[src/hdl/jse_pkg.sv]
// ----------------------------------------------------------------------------
// JSON string escaper package
// Shared types for the controller and the datapath of the escaper.
// ----------------------------------------------------------------------------
`default_nettype none

package jse_pkg;

  // Width of the per-action character step counter (longest action is six).
  localparam int unsigned STEP_W = 3;
  // Width of the byte count in the scan buffer (zero to four bytes).
  localparam int unsigned CNT_W  = 3;

  // What the byte at the head of the scan buffer turns into.
  typedef enum logic [2:0] {
    KIND_NONE,   // buffer empty
    KIND_PLAIN,  // printable ASCII, copied as is
    KIND_SHORT,  // backslash and a letter or the byte itself
    KIND_UNI,    // backslash-u 00xx escape
    KIND_PASS,   // complete, valid UTF-8 sequence, copied as is
    KIND_HOLD    // valid but unfinished sequence, kept for the next item
  } kind_e;

  // Commands from the controller to the datapath.
  typedef struct packed {
    logic              load;   // take the input item into the buffer
    logic              push;   // produce one output character
    logic              shift;  // drop the head byte of the buffer
    logic              flush;  // release the pending character as last
    kind_e             kind;   // action being carried out
    logic [STEP_W-1:0] step;   // character index within the action
  } cmd_t;

  // Status from the datapath to the controller.
  typedef struct packed {
    kind_e             kind;        // classification of the head byte
    logic [STEP_W-1:0] cnt;         // characters the action produces
    logic              room;        // a character can be produced now
    logic              flush_room;  // the output register can take an item
    logic              pend_valid;  // a character waits to be released
    logic              end_flag;    // the current item ends the string
  } sts_t;

endpackage

`default_nettype wire

[src/hdl/json_string_escaper_utf8_top.sv]
// ----------------------------------------------------------------------------
// JSON string escaper with UTF-8 validation, top level
// Escapes a byte stream into JSON string text and passes checked UTF-8.
// ----------------------------------------------------------------------------
// Path: an accepted item is scanned, its first character is emitted into the
// pending stage, and it reaches the output register with the next push or the
// final flush. Each item is accepted, then gets one scan per action (plain
// bytes, escapes, passed sequences) plus a final scan, one push per character
// and the flush of the last character; under backpressure the pushes and the
// flush wait. A new item is accepted only once the last one is finished.
// Reset: rst_ni is asynchronous and active low; it empties the scan buffer,
// so nothing is held, and drops the pending and output items.
`default_nettype none

module json_string_escaper_utf8_top (
  input  wire         clk_i,
  input  wire         rst_ni,
  input  wire         s_axis_tvalid_i,
  output logic        s_axis_tready_o,
  input  wire  [7:0]  s_axis_tdata_i,   // [7:0] in_byte
  input  wire         s_axis_tlast_i,   // string_end
  output logic        m_axis_tvalid_o,
  input  wire         m_axis_tready_i,
  output logic [7:0]  m_axis_tdata_o,   // [7:0] out_char
  output logic        m_axis_tlast_o,   // run_last
  output logic        m_axis_tuser_o    // [0] text_end
);

  jse_pkg::cmd_t cmd;
  jse_pkg::sts_t sts;

  // Controller.
  jse_ctrl u_ctrl (
    .clk_i      (clk_i),
    .rst_ni     (rst_ni),
    .in_valid_i (s_axis_tvalid_i),
    .in_ready_o (s_axis_tready_o),
    .sts_i      (sts),
    .cmd_o      (cmd)
  );

  // Datapath.
  jse_dp u_dp (
    .clk_i        (clk_i),
    .rst_ni       (rst_ni),
    .in_byte_i    (s_axis_tdata_i),
    .string_end_i (s_axis_tlast_i),
    .cmd_i        (cmd),
    .sts_o        (sts),
    .out_char_o   (m_axis_tdata_o),
    .run_last_o   (m_axis_tlast_o),
    .text_end_o   (m_axis_tuser_o),
    .out_valid_o  (m_axis_tvalid_o),
    .out_ready_i  (m_axis_tready_i)
  );

endmodule

`default_nettype wire

[src/hdl/jse_dp.sv]
// ----------------------------------------------------------------------------
// JSON string escaper datapath
// Scan buffer, head-byte classifier, character selection, a pending
// character stage and the output register.
// ----------------------------------------------------------------------------
`default_nettype none

module jse_dp (
  input  wire                 clk_i,
  input  wire                 rst_ni,
  input  wire  [7:0]          in_byte_i,
  input  wire                 string_end_i,
  input  wire jse_pkg::cmd_t  cmd_i,
  output jse_pkg::sts_t       sts_o,
  output logic [7:0]          out_char_o,
  output logic                run_last_o,
  output logic                text_end_o,
  output logic                out_valid_o,
  input  wire                 out_ready_i
);

  localparam logic [7:0] CH_BSL   = 8'h5c;
  localparam logic [7:0] CH_QUOTE = 8'h22;
  localparam logic [7:0] CH_U     = 8'h75;
  localparam logic [7:0] CH_ZERO  = 8'h30;
  localparam logic [7:0] CH_DEL   = 8'h7f;
  localparam logic [7:0] CH_SPACE = 8'h20;
  localparam logic [7:0] LEAD2_LO = 8'hc2;
  localparam logic [7:0] LEAD2_HI = 8'hdf;
  localparam logic [7:0] LEAD3_LO = 8'he0;
  localparam logic [7:0] LEAD3_HI = 8'hef;
  localparam logic [7:0] LEAD4_LO = 8'hf0;
  localparam logic [7:0] LEAD4_HI = 8'hf4;
  localparam logic [7:0] LEAD_SUR = 8'hed;
  localparam logic [7:0] CONT_TAG = 8'h80;
  localparam logic [7:0] CONT_MSK = 8'hc0;
  localparam logic [7:0] MIN_E0   = 8'ha0;
  localparam logic [7:0] MIN_F0   = 8'h90;

  // Escape letter for the short escapes; quote and backslash map to themselves.
  function automatic logic [7:0] short_letter(input logic [7:0] c);
    logic [7:0] r;
    case (c)
      8'h08:   r = 8'h62;
      8'h0c:   r = 8'h66;
      8'h0a:   r = 8'h6e;
      8'h0d:   r = 8'h72;
      8'h09:   r = 8'h74;
      default: r = c;
    endcase
    return r;
  endfunction

  // Lower-case hex digit.
  function automatic logic [7:0] hex_digit(input logic [3:0] nib);
    logic [7:0] r;
    if (nib < 4'd10) r = CH_ZERO + {4'h0, nib};
    else             r = 8'h57 + {4'h0, nib};
    return r;
  endfunction

  // Continuation byte check, with the second-byte range rules.
  function automatic logic follow_ok(input logic [7:0] lead, input logic second,
                                     input logic [7:0] b);
    logic ok;
    ok = ((b & CONT_MSK) == CONT_TAG);
    if (second) begin
      if (lead == LEAD3_LO && b < MIN_E0)  ok = 1'b0;
      if (lead == LEAD_SUR && b >= MIN_E0) ok = 1'b0;
      if (lead == LEAD4_LO && b < MIN_F0)  ok = 1'b0;
      if (lead == LEAD4_HI && b >= MIN_F0) ok = 1'b0;
    end
    return ok;
  endfunction

  // Scan buffer: held bytes of an unfinished sequence, then the new byte.
  logic [3:0][7:0]             buf_q, buf_d;
  logic [jse_pkg::CNT_W-1:0]   n_q, n_d;
  logic                        end_q, end_d;

  // Pending character and output register.
  logic [7:0] pend_char_q, pend_char_d;
  logic       pend_valid_q, pend_valid_d;
  logic [7:0] out_char_q, out_char_d;
  logic       out_last_q, out_last_d;
  logic       out_end_q, out_end_d;
  logic       out_valid_q, out_valid_d;

  // Classifier signals.
  logic [7:0]                head;
  logic [2:0]                lead_len;
  logic                      seq_ok;
  jse_pkg::kind_e            kind;
  logic [jse_pkg::STEP_W-1:0] cnt;
  logic [7:0]                sel_char;
  logic                      room;
  logic                      flush_room;

  assign head = buf_q[0];

  // Classify the head byte of the buffer.
  always_comb begin
    lead_len = 3'd0;
    if (head >= LEAD2_LO && head <= LEAD2_HI)      lead_len = 3'd2;
    else if (head >= LEAD3_LO && head <= LEAD3_HI) lead_len = 3'd3;
    else if (head >= LEAD4_LO && head <= LEAD4_HI) lead_len = 3'd4;

    seq_ok = 1'b1;
    for (int k = 1; k < 4; k++) begin
      if ((3'(k) < lead_len) && (3'(k) < n_q)) begin
        if (!follow_ok(head, (k == 1), buf_q[k])) seq_ok = 1'b0;
      end
    end

    kind = jse_pkg::KIND_NONE;
    cnt  = '0;
    if (n_q == '0) begin
      kind = jse_pkg::KIND_NONE;
    end else if (!head[7]) begin
      if (head == CH_QUOTE || head == CH_BSL || head == 8'h08 || head == 8'h0c ||
          head == 8'h0a || head == 8'h0d || head == 8'h09) begin
        kind = jse_pkg::KIND_SHORT;
        cnt  = 3'd2;
      end else if (head < CH_SPACE || head == CH_DEL) begin
        kind = jse_pkg::KIND_UNI;
        cnt  = 3'd6;
      end else begin
        kind = jse_pkg::KIND_PLAIN;
        cnt  = 3'd1;
      end
    end else if (lead_len == 3'd0 || !seq_ok) begin
      kind = jse_pkg::KIND_UNI;
      cnt  = 3'd6;
    end else if (n_q >= lead_len) begin
      kind = jse_pkg::KIND_PASS;
      cnt  = lead_len;
    end else if (end_q) begin
      kind = jse_pkg::KIND_UNI;
      cnt  = 3'd6;
    end else begin
      kind = jse_pkg::KIND_HOLD;
    end
  end

  // Character for the current step of the action.
  always_comb begin
    case (cmd_i.kind)
      jse_pkg::KIND_SHORT: sel_char = (cmd_i.step == '0) ? CH_BSL : short_letter(head);
      jse_pkg::KIND_UNI: begin
        case (cmd_i.step)
          3'd0:    sel_char = CH_BSL;
          3'd1:    sel_char = CH_U;
          3'd2:    sel_char = CH_ZERO;
          3'd3:    sel_char = CH_ZERO;
          3'd4:    sel_char = hex_digit(head[7:4]);
          default: sel_char = hex_digit(head[3:0]);
        endcase
      end
      default: sel_char = head;
    endcase
  end

  assign room       = !pend_valid_q || !out_valid_q || out_ready_i;
  assign flush_room = !out_valid_q || out_ready_i;

  // Buffer update: load appends at the fill count, shift drops the head.
  always_comb begin
    buf_d = buf_q;
    n_d   = n_q;
    end_d = end_q;
    if (cmd_i.load) begin
      buf_d[n_q[1:0]] = in_byte_i;
      n_d             = n_q + 3'd1;
      end_d           = string_end_i;
    end else if (cmd_i.shift) begin
      buf_d = {8'h00, buf_q[3:1]};
      n_d   = n_q - 3'd1;
    end
  end

  // Pending stage and output register.
  always_comb begin
    pend_char_d  = pend_char_q;
    pend_valid_d = pend_valid_q;
    out_char_d   = out_char_q;
    out_last_d   = out_last_q;
    out_end_d    = out_end_q;
    out_valid_d  = out_valid_q;
    if (out_ready_i) out_valid_d = 1'b0;
    if ((cmd_i.push && pend_valid_q) || cmd_i.flush) begin
      out_valid_d = 1'b1;
      out_char_d  = pend_char_q;
      out_last_d  = cmd_i.flush;
      out_end_d   = cmd_i.flush & end_q;
    end
    if (cmd_i.push) begin
      pend_char_d  = sel_char;
      pend_valid_d = 1'b1;
    end else if (cmd_i.flush) begin
      pend_valid_d = 1'b0;
    end
  end

  // Control registers.
  always_ff @(posedge clk_i or negedge rst_ni) begin
    if (!rst_ni) begin
      n_q          <= '0;
      end_q        <= 1'b0;
      pend_valid_q <= 1'b0;
      out_valid_q  <= 1'b0;
    end else begin
      n_q          <= n_d;
      end_q        <= end_d;
      pend_valid_q <= pend_valid_d;
      out_valid_q  <= out_valid_d;
    end
  end

  // Payload registers.
  always_ff @(posedge clk_i) begin
    buf_q       <= buf_d;
    pend_char_q <= pend_char_d;
    out_char_q  <= out_char_d;
    out_last_q  <= out_last_d;
    out_end_q   <= out_end_d;
  end

  assign sts_o.kind       = kind;
  assign sts_o.cnt        = cnt;
  assign sts_o.room       = room;
  assign sts_o.flush_room = flush_room;
  assign sts_o.pend_valid = pend_valid_q;
  assign sts_o.end_flag   = end_q;

  assign out_char_o  = out_char_q;
  assign run_last_o  = out_last_q;
  assign text_end_o  = out_end_q;
  assign out_valid_o = out_valid_q;

  // The buffer never holds more than four bytes.
  a_count_range: assert property (@(posedge clk_i) disable iff (!rst_ni)
    n_q <= 3'd4) else $error("scan buffer overfilled");

  // A load only happens when at most three bytes are held.
  a_load_room: assert property (@(posedge clk_i) disable iff (!rst_ni)
    cmd_i.load |-> (n_q <= 3'd3)) else $error("load into a full buffer");

  // A character is only produced when the pending stage can move on.
  a_push_room: assert property (@(posedge clk_i) disable iff (!rst_ni)
    cmd_i.push |-> room) else $error("character produced without room");

endmodule

`default_nettype wire

[src/hdl/jse_ctrl.sv]
// ----------------------------------------------------------------------------
// JSON string escaper controller
// Steps through the actions for the buffered bytes of one item and
// sequences the character steps of each action.
// ----------------------------------------------------------------------------
`default_nettype none

module jse_ctrl (
  input  wire                 clk_i,
  input  wire                 rst_ni,
  input  wire                 in_valid_i,
  output logic                in_ready_o,
  input  wire jse_pkg::sts_t  sts_i,
  output jse_pkg::cmd_t       cmd_o
);

  typedef enum logic [1:0] {
    ST_IDLE,
    ST_SCAN,
    ST_EMIT,
    ST_FINISH
  } state_e;

  state_e                      state_q, state_d;
  jse_pkg::kind_e              kind_q, kind_d;
  logic [jse_pkg::STEP_W-1:0]  cnt_q, cnt_d;
  logic [jse_pkg::STEP_W-1:0]  step_q, step_d;
  logic                        last_step;

  assign last_step = (step_q == cnt_q - 3'd1);

  // Next-state logic.
  always_comb begin
    state_d = state_q;
    kind_d  = kind_q;
    cnt_d   = cnt_q;
    step_d  = step_q;
    case (state_q)
      ST_IDLE: begin
        if (in_valid_i) state_d = ST_SCAN;
      end
      ST_SCAN: begin
        if (sts_i.kind == jse_pkg::KIND_NONE || sts_i.kind == jse_pkg::KIND_HOLD) begin
          state_d = ST_FINISH;
        end else begin
          kind_d  = sts_i.kind;
          cnt_d   = sts_i.cnt;
          step_d  = '0;
          state_d = ST_EMIT;
        end
      end
      ST_EMIT: begin
        if (sts_i.room) begin
          if (last_step) state_d = ST_SCAN;
          else           step_d  = step_q + 3'd1;
        end
      end
      ST_FINISH: begin
        if (!sts_i.pend_valid || sts_i.flush_room) state_d = ST_IDLE;
      end
      default: state_d = ST_IDLE;
    endcase
  end

  // State and action registers.
  always_ff @(posedge clk_i or negedge rst_ni) begin
    if (!rst_ni) begin
      state_q <= ST_IDLE;
      kind_q  <= jse_pkg::KIND_NONE;
      cnt_q   <= '0;
      step_q  <= '0;
    end else begin
      state_q <= state_d;
      kind_q  <= kind_d;
      cnt_q   <= cnt_d;
      step_q  <= step_d;
    end
  end

  // Commands to the datapath.
  assign in_ready_o  = (state_q == ST_IDLE);
  assign cmd_o.load  = (state_q == ST_IDLE) && in_valid_i;
  assign cmd_o.push  = (state_q == ST_EMIT) && sts_i.room;
  assign cmd_o.shift = cmd_o.push && ((kind_q == jse_pkg::KIND_PASS) || last_step);
  assign cmd_o.flush = (state_q == ST_FINISH) && sts_i.pend_valid && sts_i.flush_room;
  assign cmd_o.kind  = kind_q;
  assign cmd_o.step  = step_q;

  // The step counter stays within the action.
  a_step_range: assert property (@(posedge clk_i) disable iff (!rst_ni)
    (state_q == ST_EMIT) |-> (step_q < cnt_q)) else $error("step beyond action");

  // A sequence is never held back once the string has ended.
  a_no_hold_at_end: assert property (@(posedge clk_i) disable iff (!rst_ni)
    (state_q == ST_SCAN && sts_i.kind == jse_pkg::KIND_HOLD) |-> !sts_i.end_flag)
    else $error("sequence held at end of string");

  // A passed-through sequence is two to four bytes long.
  a_pass_len: assert property (@(posedge clk_i) disable iff (!rst_ni)
    (state_q == ST_EMIT && kind_q == jse_pkg::KIND_PASS) |-> (cnt_q >= 3'd2 && cnt_q <= 3'd4))
    else $error("bad pass-through length");

endmodule

`default_nettype wire
[config.mk]
export PLATFORM = sky130hd
export DESIGN_NAME = json_string_escaper_utf8_top
export DESIGN_NICKNAME = d
export VERILOG_FILES = /design/src/hdl/jse_pkg.sv /design/src/hdl/json_string_escaper_utf8_top.sv /design/src/hdl/jse_dp.sv /design/src/hdl/jse_ctrl.sv
export SDC_FILE = /design/constraint.sdc
export NUM_CORES = 1
export LEC_CHECK = 0
export BUFFER_PORTS_ARGS = -buffer_cell sky130_fd_sc_hd__buf_4
export CORE_MARGIN = 2
export CORE_UTILIZATION = 60
export CTS_CLUSTER_SIZE = 8
export DETAILED_ROUTE_END_ITERATION = 7
export PLACE_DENSITY_LB_ADDON = 0.12
export SETUP_SLACK_MARGIN = 0.02
export SYNTH_ARGS = -nofsm -noshare
export SYNTH_HDL_FRONTEND = slang
export SYNTH_HIERARCHICAL = 1
export SYNTH_SLANG_ARGS = --single-unit
[constraint.sdc]
create_clock -name clk_i -period 9.2 [get_ports clk_i]
set_input_delay 0.46 -clock clk_i [delete_from_list [all_inputs] [get_ports clk_i]]
set_output_delay 0.46 -clock clk_i [all_outputs]
set_load 0.02 [all_outputs]
==> impl_metrics.json, run 1 <==
{
  "antenna_left": 0,
  "placeableCoreArea_mm2": 0.006681,
  "intPower_mw": 0.9882,
  "track_usage_pct": 24.19,
  "fill_cells": 508,
  "worstRegToRegCells": 14,
  "worstSkewPairLatency_ns": 0.35,
  "maxCapViolations": 0,
  "rows": 30,
  "power_frac_seq_pct": 38.2,
  "pwr_density_cell_mw_per_mm2": 357.3,
  "slew_viol_final": 0,
  "grt_pass1_vias": 2961,
  "hold_path_class": "in -> reg",
  "clock_path_buffers": 2,
  "drive_gt1_share_pct": 14.29,
  "syn_nets": 445,
  "dpl_worst_slack_ns": 5.286,
  "path_delay_family": "simple AND/OR/NAND/NOR gates",
  "timing.final.hold_violations": 0,
  "start_util_pct": 61.31,
  "cts-root-buf": "clkbuf_8",
  "cp-end-kind": "flip-flop",
  "num_vias": 3067,
  "holdCritStartpoint": "s_axis_tlast_i",
  "irDropWorstVdd_mv": 0.1679,
  "areaGrowthSynthToFinish_pct": 11.36,
  "io_pins": 25,
  "clock_sinks": 67,
  "period_needed_ns": 4.011,
  "crit_type": "reg -> reg",
  "startpoint": "u_dp/head[5]$_DFFE_PP_",
  "critical_path_depth": 14,
  "swShare_pct": 39.38,
  "power.leakage_nw": 1.853,
  "worst_pin_slew_ns": 0.6035,
  "routed_wl_um": 8504,
  "synth_cells": 412,
  "cp_num_buf_inv": 1,
  "synth_area_mm2": 0.004096,
  "finalSetupTns_ns": 0,
  "via_per_inst": 5.967,
  "timing.final.ws_setup_ns": 5.189,
  "crit_path_max_fanout": 10,
  "slowest_stage": "edfxtp_1",
  "die_area_mm2": 0.007504,
  "setup.worst_path.end": "u_ctrl/kind_q[0]$_DFFE_PN0P_",
  "clkPwrFrac_pct": 19.9,
  "overflow": 0,
  "worstPathRequired_ns": 9.44,
  "run_status": "finished clean",
  "antenna_found_initial": 0,
  "cts_inserted_buffers": 9,
  "power_frac_comb_pct": 41.9,
  "fin_util_pct": 68.28,
  "dr.pass1.iters": 6,
  "relSlewSlack_pct": 58.72,
  "die_x_um": 86.63,
  "h-tree-depth": 3,
  "rr_startpoint": "u_dp/head[5]$_DFFE_PP_",
  "skew_ns": 0.006657,
  "post_cts_buffers": 0,
  "rsz0062_at_grt": "false",
  "avgRoutedWirePerCell_um": 16.54,
  "clkTransAtPathRegs_ns": 0.08,
  "start_kind": "flip-flop",
  "numPortBuffers": 24,
  "finish.net_count": 462,
  "grt_max_degree": 61,
  "cpPeakStageDelay_ns": 0.56,
  "drt_iter0_markers": 275,
  "worstReg2RegEnd": "u_ctrl/kind_q[0]$_DFFE_PN0P_",
  "n_antenna_cell": 0,
  "finalSetupViolations": 0,
  "cts_tree": "done",
  "drc": 0,
  "routabilityCongestion": 0.9338,
  "hpwl_um": 5916,
  "reg2reg_slack_ns": 5.19,
  "fin_crit_sh_pct": 43.60,
  "grt_pass1_wl_um": 14060,
  "ys_warn_count": 6,
  "fmaxAchievable_ghz": 0.2493,
  "fp.dieH_um": 86.63,
  "path_cells": "inv_2, ha_1, nor2b_1, a22oi_2, nor3b_1, ha_1, nand2b_1, a21o_1, a21o_1, or2_2, and3_1, xor2_1, o21ai_2, mux2_2",
  "cp_data_arrival_time_ns": 4.25,
  "p_sw_mw": 0.6418,
  "syn_area_per_cell_um2": 9.943
}
-- power by group through the flow --
stage | Clock [mW] | Combinational, mW | Sequential, mW
after floorplan | 0 | 0.504 | 0.612
after global placement | 0 | 0.660 | 0.620
after detailed placement | 0 | 0.670 | 0.627
after CTS | 0.328 | 0.680 | 0.623
after global routing | 0.337 | 0.760 | 0.641
final | 0.324 | 0.683 | 0.623
-- worst min-delay path, stage by stage --
cell and delay [ns]:
buf_4 0.07, nand2_1 0.04, o21ai_0 0.06
-- through the flow --
step / cells / cell area (um^2) / hold slack (ns) / total power [mW]
final: 514 / 4562 / 0.3108 / 1.630
after global placement: 497 / 4288 / 0.3334 / 1.280
after floorplan: 412 / 4096 / 0.1644 / 1.116
after global routing: 514 / 4562 / 0.3616 / 1.739
after detailed placement: 497 / 4288 / 0.3412 / 1.298
after CTS: 514 / 4562 / 0.3038 / 1.630
-- registers in the layout (all words and copies together) (netlist names), 2 cells and up --
signal	cells
u_dp/buf_q	24
u_ctrl/step_q	3
u_ctrl/cnt_q	3
u_ctrl/state_q	2
u_dp/n_q	3
u_ctrl/kind_q	3
u_dp/head	8
u_dp/pend_char_q	8
u_dp/out_char_o	8
-- cell type report --
type | instances | area [um^2] | area share [%]
flip-flops and latches | 67 | 1927 | 42.24
multi-input cells | 282 | 1908 | 41.83
repair buffers | 27 | 205.2 | 4.498
inverters | 42 | 157.7 | 3.456
clock inverters | 7 | 140.1 | 3.072
clock buffers | 9 | 123.9 | 2.715
well taps | 80 | 100.1 | 2.194
-- routing by layer --
metal  track usage (%)  part of all wire [%]  vias to the layer above
met5                 0                     0                        -
met4             12.22                   2.5                        0
met3             3.810                   3.7                       19
met2             41.61                    51                       95
met1             29.40                    43                     1444
li1                  -                     -                     1509
-- worst min-delay path by stage --
| stage | endpoint | slack [ns] | cells after the start |
|---|---|---|---|
| after floorplan | u_ctrl/cnt_q[0]$_DFFE_PN0P_ | 0.16 | 0 |
| after global placement | u_dp/n_q[0]$_DFFE_PN0P_ | 0.33 | 1 |
| after detailed placement | u_dp/n_q[0]$_DFFE_PN0P_ | 0.34 | 1 |
| after CTS | u_dp/end_q$_DFFE_PN0P_ | 0.30 | 3 |
| after global routing | u_dp/end_q$_DFFE_PN0P_ | 0.36 | 3 |
| final | u_dp/end_q$_DFFE_PN0P_ | 0.31 | 3 |
-- cells in the final DEF, fill, tap and decap left out, drive strengths merged, types with 3 or more instances in the layout --
cell type  count
a211oi         3
xor2           4
ha            20
nor2          20
clkbuf         9
buf           26
o21ai         47
and3           3
o211ai         3
nand3b         3
edfxtp        50
nand3         22
nor3           7
nand2         34
nand2b        10
a21oi         15
nand4          5
bufinv         4
mux2           6
a21o           5
inv           42
nor2b         18
mux2i          9
a31oi          5
and2           5
dfrtp         17
-- timing repair --
action | 4_1_cts | 5_1_grt
endpoints found under the hold margin | 17 | 0
gates resized for setup | 0 | 0
hold buffers | 1 | 0
No activity file was read; power rests on OpenSTA's default activity.
==> inputs of run 2 (changes only) <==
- clock period: 9.2 -> 3.99 ns (I/O delays scaled with it)
==> run 2 against run 1 <==
  * First-iteration DRC count decreased by 27%
  * Register-to-register slack worse by 4.9 ns
  * Maximum frequency up 9.4%
  * Cell area down 0.69%
  * Setup slack lost 4.9 ns
  * Largest cell class unchanged
  * Clock skew grew 0.00050 ns
==> impl_metrics.json, run 2 (synthesis results as in run 1) <==
{
  "placed_cell_area_mm2": 0.004325,
  "run_status": "finished clean",
  "grt_pass1_wl_um": 13700,
  "drive_gt1_share_pct": 16.06,
  "reg2reg_slack_ns": 0.32,
  "routabilityCongestion": 0.9609,
  "skew_ns": 0.007158,
  "areaGrowthSynthToFinish_pct": 10.60,
  "avgRoutedWirePerCell_um": 16.13,
  "path_cells": "inv_2, ha_1, nor2b_1, a22oi_2, nor3b_2, ha_1, nand2b_1, a21o_1, a21o_1, or2_2, and3_1, xor2_1, o21ai_4, mux2_2",
  "intPower_mw": 2.051,
  "clkTransAtPathRegs_ns": 0.07,
  "hold_path_class": "in -> reg",
  "power.leakage_nw": 1.853,
  "maxCapViolations": 0,
  "relSlewSlack_pct": 61.53,
  "worstPathRequired_ns": 4.21,
  "period_needed_ns": 3.668,
  "swShare_pct": 41.68,
  "num_vias": 3042,
  "fp.dieH_um": 86.63,
  "slew_viol_final": 0,
  "rows": 30,
  "cts_inserted_buffers": 9,
  "final_area_mm2": 0.004531,
  "startpoint": "u_dp/head[5]$_DFFE_PP_",
  "drt_iter0_markers": 201,
  "die_x_um": 86.63,
  "worstSkewPairLatency_ns": 0.34,
  "numPortBuffers": 24,
  "cp_data_arrival_time_ns": 3.89,
  "rsz0062_at_grt": "false",
  "h-tree-depth": 3,
  "worstReg2RegEnd": "u_ctrl/kind_q[0]$_DFFE_PN0P_",
  "track_usage_pct": 23.62,
  "min_to": "u_dp/end_q$_DFFE_PN0P_",
  "rr_startpoint": "u_dp/head[5]$_DFFE_PP_",
  "grt_max_degree": 47,
  "crit_type": "reg -> reg",
  "n_antenna_cell": 0,
  "fin_crit_sh_pct": 91.93,
  "largest_reg_flops": 24,
  "pwr_density_cell_mw_per_mm2": 776.3,
  "drc": 0,
  "slowest_stage": "edfxtp_1",
  "p_sw_mw": 1.466,
  "power_frac_seq_pct": 39.8,
  "start_util_pct": 61.31,
  "fmaxAchievable_ghz": 0.2726,
  "min_delay_path_depth": 3,
  "overflow": 0,
  "timing.final.hold_violations": 0,
  "cpPeakStageDelay_ns": 0.47,
  "finalSetupViolations": 0,
  "antenna_left": 0,
  "finalSetupTns_ns": 0,
  "layout_commonest_cell": "edfxtp_1",
  "die_area_mm2": 0.007504,
  "holdCritStartpoint": "s_axis_tlast_i",
  "top_register": "u_dp/buf_q",
  "hpwl_um": 6172,
  "clkPwrFrac_pct": 13.3,
  "worst_pin_slew_ns": 0.5625,
  "irDropWorstVdd_mv": 0.5071,
  "worstRegToRegCells": 14,
  "via_per_inst": 5.828,
  "power_frac_comb_pct": 46.9,
  "cp-end-kind": "flip-flop",
  "grt_pass1_vias": 2901,
  "clock_path_buffers": 2,
  "final_cell_mix": "edfxtp_1, o21ai_0, inv_1",
  "clock_sinks": 67,
  "cts_tree": "done",
  "start_kind": "flip-flop",
  "finish.net_count": 470,
  "io_pins": 25,
  "routed_wl_um": 8419,
  "dpl.cell_count": 502,
  "dr.pass1.iters": 5,
  "hold_ws_ns": 0.07572,
  "antenna_found_initial": 0,
  "cts-root-buf": "clkbuf_8",
  "fin_util_pct": 67.81,
  "placeableCoreArea_mm2": 0.006681,
  "layoutNonFillerInstCount": 522,
  "crit_path_max_fanout": 9
}
run 2: changes by cell type in the layout (fill, tap and decap cells not counted), sizes merged:
cell	delta
clkbuf	+1
clkinv	+3
bufinv	-4
buf	+8
run 2: what timing repair did:
item | 4_1_cts | 5_1_grt
resized for setup | 0 | 2
endpoints found under the hold margin | 17 | 0
endpoints found under the setup margin | 0 | 9
buffers inserted | 0 | 3
hold buffers | 1 | 0
run 2: per-layer routing:
layer / GRT usage, % / wire, um
met5: 0 / 0
met4: 9.801 / 166
met3: 5.524 / 329
met2: 39.79 / 4193
met1: 29.20 / 3730
run 2: cell type report:
type / instances / area [um^2]
well taps: 80 / 100.1
clock buffers: 10 / 127.6
multi-input cells: 282 / 1921
clock inverters: 6 / 32.53
inverters: 42 / 157.7
flip-flops and latches: 67 / 1927
repair buffers: 35 / 265.3
fillers: 535 / 2151
run 2: worst max-delay path, delay by kind of cell, from the launching register on:
family / cells / cell delay (ns)
XOR/XNOR: 1 / 0.17
buffers and inverters: 1 / 0.15
AO/OA/AOI/OAI: 4 / 0.78
flip-flops: 1 / 0.47
adder cells (fa/ha/maj): 2 / 0.48
AND/OR/NAND/NOR: 5 / 1.10
multiplexers: 1 / 0.37
run 2: worst max-delay path by stage:
stage	slack, ns	to
floorplan	0.46	u_ctrl/cnt_q[0]$_DFFE_PN0P_
global placement	0.27	u_ctrl/kind_q[0]$_DFFE_PN0P_
detailed placement	0.13	u_ctrl/kind_q[2]$_DFFE_PN0P_
CTS	0.10	u_ctrl/kind_q[0]$_DFFE_PN0P_
global route	0.09	u_ctrl/cnt_q[0]$_DFFE_PN0P_
finish	0.32	u_ctrl/kind_q[0]$_DFFE_PN0P_
run 2: through the flow:
| stage | total power [mW] | setup WS [ns] |
|---|---|---|
| floorplan | 2.573 | 0.4559 |
| global placement | 2.990 | 0.2705 |
| detailed placement | 3.017 | 0.1337 |
| CTS | 3.495 | 0.1023 |
| global route | 3.769 | 0.08564 |
| finish | 3.517 | 0.3222 |
run 2: power groups by stage:
stage | Sequential [mW] | Combinational (mW) | Clock [mW]
2_1_floorplan | 1.41 | 1.16 | 0
3_3_place_gp | 1.41 | 1.58 | 0
3_5_place_dp | 1.41 | 1.60 | 0
4_1_cts | 1.40 | 1.61 | 0.482
5_1_grt | 1.44 | 1.83 | 0.503
6_report | 1.40 | 1.65 | 0.468
